$ cat src/sv/kns_pkg.sv
// Package for the key scan note event generator.
// Holds shared widths, register indexes and the lane status type.
// No dependencies.
`default_nettype none

package kns_pkg;

   // Key count
   localparam int NUM_KEYS_DEFAULT = 12;
   localparam int MAX_KEYS         = 32;

   // Field widths
   localparam int CHANNEL_W = 8;
   localparam int PITCH_W   = 7;
   localparam int OCT_W     = 4;
   localparam int BASE_W    = 10;

   // Pitch and octave limits
   localparam int PITCH_MAX  = 127;
   localparam int OCT_MAX    = 4;
   localparam int OCT_MIN    = -4;
   localparam int ROOT_RESET = 60;

   // Control register port
   localparam int CSR_INDEX_W = 1;
   localparam int CSR_DATA_W  = 7;
   localparam logic [CSR_INDEX_W-1:0] CSR_ENABLE    = 1'd0;
   localparam logic [CSR_INDEX_W-1:0] CSR_ROOT_NOTE = 1'd1;

   // What one key lane reports to the merge stage
   typedef struct packed {
      logic                 pend;
      logic                 note_on;
      logic                 held;
      logic [CHANNEL_W-1:0] channel;
      logic [PITCH_W-1:0]   pitch;
   } lane_status_type;

endpackage

`default_nettype wire

$ cat src/sv/kns_lane.sv
// One note key lane: key history, held note and the pending event flag.
// Depends on kns_pkg.
`default_nettype none

module kns_lane
   import kns_pkg::*;
#(
   parameter int LANE = 0
) (
   input  wire logic                     clock,
   input  wire logic                     reset,
   input  wire logic                     tick,
   input  wire logic                     release_all,
   input  wire logic                     key_down,
   input  wire logic [CHANNEL_W-1:0]     channel,
   input  wire logic signed [BASE_W-1:0] base_pitch,
   input  wire logic                     take,
   output lane_status_type               status
);

   logic                 key_hist_ff, key_hist_in;
   logic                 held_ff, held_in;
   logic                 pend_ff, pend_in;
   logic                 on_ff, on_in;
   logic [CHANNEL_W-1:0] channel_ff, channel_in;
   logic [PITCH_W-1:0]   pitch_ff, pitch_in;

   logic signed [BASE_W-1:0] pitch_sum;
   logic [PITCH_W-1:0]       pitch_sat;

   // Saturate root plus octave plus semitone to the note range
   always_comb begin
      pitch_sum = base_pitch + signed'(BASE_W'(LANE));
      if (pitch_sum < 0) begin
         pitch_sat = '0;
      end else if (pitch_sum > signed'(BASE_W'(PITCH_MAX))) begin
         pitch_sat = PITCH_W'(PITCH_MAX);
      end else begin
         pitch_sat = pitch_sum[PITCH_W-1:0];
      end
   end

   // Update key state on a tick; drop the pending flag once merged
   always_comb begin
      key_hist_in = key_hist_ff;
      held_in     = held_ff;
      pend_in     = pend_ff & ~take;
      on_in       = on_ff;
      channel_in  = channel_ff;
      pitch_in    = pitch_ff;
      if (tick) begin
         if (release_all) begin
            pend_in     = held_ff;
            on_in       = 1'b0;
            held_in     = 1'b0;
            key_hist_in = 1'b0;
         end else if (key_down != key_hist_ff) begin
            key_hist_in = key_down;
            if (key_down) begin
               held_in    = 1'b1;
               channel_in = channel;
               pitch_in   = pitch_sat;
               pend_in    = 1'b1;
               on_in      = 1'b1;
            end else if (held_ff) begin
               // Held channel and pitch stay as the note-off payload
               pend_in = 1'b1;
               on_in   = 1'b0;
               held_in = 1'b0;
            end
         end
      end
   end

   always_ff @(posedge clock) begin
      if (reset) begin
         key_hist_ff <= 1'b0;
         held_ff     <= 1'b0;
         pend_ff     <= 1'b0;
      end else begin
         key_hist_ff <= key_hist_in;
         held_ff     <= held_in;
         pend_ff     <= pend_in;
      end
      on_ff      <= on_in;
      channel_ff <= channel_in;
      pitch_ff   <= pitch_in;
   end

   // Pack the lane state for the merge stage
   assign status = {pend_ff, on_ff, held_ff, channel_ff, pitch_ff};

endmodule

`default_nettype wire

$ cat config.mk
export PLATFORM = sky130hd
export DESIGN_NAME = kns_lane
export DESIGN_NICKNAME = d
export VERILOG_FILES = /design/src/sv/kns_pkg.sv /design/src/sv/kns_lane.sv
export SDC_FILE = /design/constraint.sdc
export NUM_CORES = 1
export LEC_CHECK = 0
export BUFFER_PORTS_ARGS = -buffer_cell sky130_fd_sc_hd__buf_2
export CAP_MARGIN = 20
export CORE_MARGIN = 8
export CORE_UTILIZATION = 37
export DETAILED_ROUTE_END_ITERATION = 10
export PLACE_DENSITY_LB_ADDON = 0.3
export SLEW_MARGIN = 30
export SYNTH_ARGS = -nofsm -noshare
export SYNTH_HDL_FRONTEND = slang
export SYNTH_SLANG_ARGS = --single-unit
$ cat constraint.sdc
create_clock -name clock -period 1.9 [get_ports clock]
set_input_delay 0.095 -clock clock [delete_from_list [all_inputs] [get_ports clock]]
set_output_delay 0.095 -clock clock [all_outputs]
set_load 0.02 [all_outputs]
==> metrics.md <==
| Metric | Value |
|---|---|
| Outcome | finished clean |
| DP HPWL | about 1200 um |
| Logic pwr share | 0.139 |
| Seq. cell area | roughly 520 sq um |
| # diodes | 0 |
| Reg2reg path depth | 5 |
| Reg2reg setup slack | 390 ps |
| Dpl cell area | 934.6 sq um |
| Drt total wl | roughly 1600 um |
| Finish-stage setup viols | 0 |
| Max-cap violations | 0 |
| Fillers | between 150 and 200 |
| Register bit count reported by yosys | 18 |
| Buf/Inv on CP | 1 |
| CTS tree | built |
| Total GRT Usage | 0.09382 |
| Crit path max fanout | 5 |
| R2R Path End | pend_ff |
| Iteration-0 DRC Markers | 7 |
| CP Class | reg2reg |
| Hold Slack | 41.09 ps |
| Slowest stage delay, CP | around 390 ps |
| Drt pass-1 iters | 4 |
| Post-synthesis sequential area ratio | 0.7389 |
| Port-buffer cells | 41 |
| Setup TNS | 0 ps |
| Fin crit period | approximately 1500 ps |
| Via/cell ratio | 4.357 |
| Worst path slowest cell | dfxtp_1 |
| Peak supply drop | approximately 310 uV |
| Post-Syn Area | 704.4 sq um |
| WP data required | 2090 ps |
| Pins Over Slew Limit | 0 |
| Fin nets | 130 |
| Worst min-delay path startpoint | tick |
| Area of the multi-input gates | 151.4 sq um |
| Gpl congestion | 0.6912 |
| Fin cells | 129 |
| DR WL/cell | 12.05 um |
| Worst Hold Class | in2reg |
| Post-Syn Area per Cell | 13.55 sq um |
| Worst path cell trace | inv_1 -> ha_1 -> nor2b_2 -> o32a_1 -> a311oi_1 |
| CTS Sinks | 18 |
| WHS Path Cells | 2 |
| Clock buffer depth | 2 |
| DIE AREA | 0.003556 sq mm |
| Vias after detailed routing | ~560 |
| Remaining global-route overflow | 0 |
| H-tree depth | 1 |
| Sw Share | 0.2166 |
| Remaining antenna violation count | 0 |
| Worst-Margin Slew | 217.6 ps |
| RSZ-0062 raised after global routing | false |
| Mapped Cells | between 50 and 60 |
| Clock root cell | clkbuf_4 |
| Max Clock Freq | 662.3 MHz |
| Worst Setup Start Kind | flip-flop |
| Worst-skew pair later-pin latency | between 200 and 300 ps |
| P_int | 0.0005726 W |
| Syn nets | 77 |
| Global-route wire length before repair | between 2000 and 3000 um |
| Sequential share of power | 0.614 |
| Warnings from Yosys | 0 |
| Crit end category | flip-flop |
| Post-Place Cells | 116 |
| Ratio of cells with drive above 1 in the final layout | 0.4808 |
| Core area | around 0.0018 sq mm |
| # rows | 15 |
| I/O pins | 42 |
| Initial core utilization | 0.3993 |
| Clk pwr share | 0.247 |
| Hold endpoint | pend_ff |
| Number of remaining DRC errors | 0 |
| Post-synthesis cell type count | 17 |
| CTS buffer count | 3 |
| Sw Pwr | 0.0001583 W |
| Final Instance Area | approximately 0.0011 sq mm |
| WP data arrival | 1700 ps |
| Largest net degree at the start of global routing | 11 |
| Die width | 59.64 um |
| Vias in the first global route | 583 |
| Worst R2R Start | key_hist_ff |
| Worst Skew | between 5 and 6 ps |
| Layout area overhead | 49.20% |
| Clock Pin Slew Worst Setup and Hold Paths | 90 ps |
| Fin crit share | 0.7947 |
| Final Hold Viols | 0 |
| Family with the most delay on the worst path | compound AO/OA/AOI/OAI gates |
| Max_slew headroom | 0.8538 |
| Initial antenna violation count | 0 |
| P per Cell Area | between 600 and 700 mW/mm^2 |
| Die height | 59.64 um |
| Leak | 0.4570 nW |
## layout make-up
type	count	share of cell area
timing repair buffer	52	0.2952
inverter	3	0.01071
tap	25	0.02976
clock buffer	3	0.02143
sequential	18	0.4952
multi-input combinational	27	0.1440
clock inverter	1	0.003571
## cell families (layout without fill, tap and decap cells)
family	count (synthesis)	count (layout)	share of synthesized area
AND/OR/NAND/NOR	22	22	0.1492
flip-flops	18	18	0.7389
buffers and inverters	7	59	0.05328
AO/OA/AOI/OAI	4	4	0.04084
adder cells (fa/ha/maj)	1	1	0.01776
## layer usage
metal / share of wire / GRT usage / vias up
met5: 0 / 0 / -
met4: 0.019 / 0.04082 / 0
met3: 0.097 / 0.03471 / 2
met2: 0.48 / 0.1525 / 27
met1: 0.40 / 0.1066 / 247
li1: - / - / 286
## cell usage after synthesis
master     n  area share
nor2_1    15       0.080
a311oi_1   1       0.012
buf_4      3       0.032
or2_2      1      0.0089
and2b_2    1       0.012
a21oi_1    1      0.0071
o32a_1     1       0.014
nor3_1     2       0.014
nand3b_1   1       0.011
dfxtp_1    2       0.057
edfxtp_1  16        0.68
o21ai_0    1      0.0071
clkbuf_1   1      0.0053
inv_1      3       0.016
nor3b_1    1       0.011
ha_1       1       0.018
nor2b_2    1       0.012
## how the worst max path moves through the flow
stage / to / from / slack, ps / cells after the start
3_3_place_gp: pend_ff / key_hist_ff / 480 / 5
3_5_place_dp: pend_ff / key_hist_ff / 420 / 5
2_1_floorplan: channel_ff[0] / key_hist_ff / 340 / 3
4_1_cts: pend_ff / key_hist_ff / 410 / 5
6_report: pend_ff / key_hist_ff / 390 / 5
5_1_grt: pend_ff / key_hist_ff / 330 / 5
## metrics by stage
| step | power, W | setup WS (ps) | util |
|---|---|---|---|
| 5_1_grt | 0.0007697 | 333.6 | 0.5957 |
| 2_1_floorplan | 0.0005050 | 344.1 | - |
| 6_report | 0.0007309 | 390.0 | 0.5957 |
| 3_3_place_gp | 0.0005431 | 481.8 | 0.5298 |
| 3_5_place_dp | 0.0005457 | 424.8 | 0.5298 |
| 4_1_cts | 0.0007406 | 405.1 | 0.5957 |
## repair_timing
action / CTS / global route
gates resized for setup: 0 / 0
endpoints found under the setup margin: 0 / 0
hold buffers: 9 / 0
buffers inserted: 0 / 0
hold endpoints to repair: 10 / 0
## cells in the final DEF, fill, tap and decap left out, types with 2 or more instances in the layout
cell           count
buf_2             41
buf_4              2
clkbuf_4           3
dfxtp_1            2
dlygate4sd3_1      9
edfxtp_1          16
inv_1              3
nor2_1            15
nor3_1             2
## state kept, by name, summed over array words and instances, names as in the netlist
register / flops
pitch_ff: 7
key_hist_ff: 1
on_ff: 1
pend_ff: 1
channel_ff: 8
## power by group through the flow
stage                     combinational [W]  clock (W)  sequential [W]
final                              0.000102   0.000181        0.000449
after detailed placement          0.0000878          0        0.000458
after global placement            0.0000854          0        0.000458
after CTS                          0.000103   0.000189        0.000449
after global routing               0.000112   0.000207        0.000450
after floorplan                   0.0000342          0        0.000471
Power figures use the tool's default switching activity.
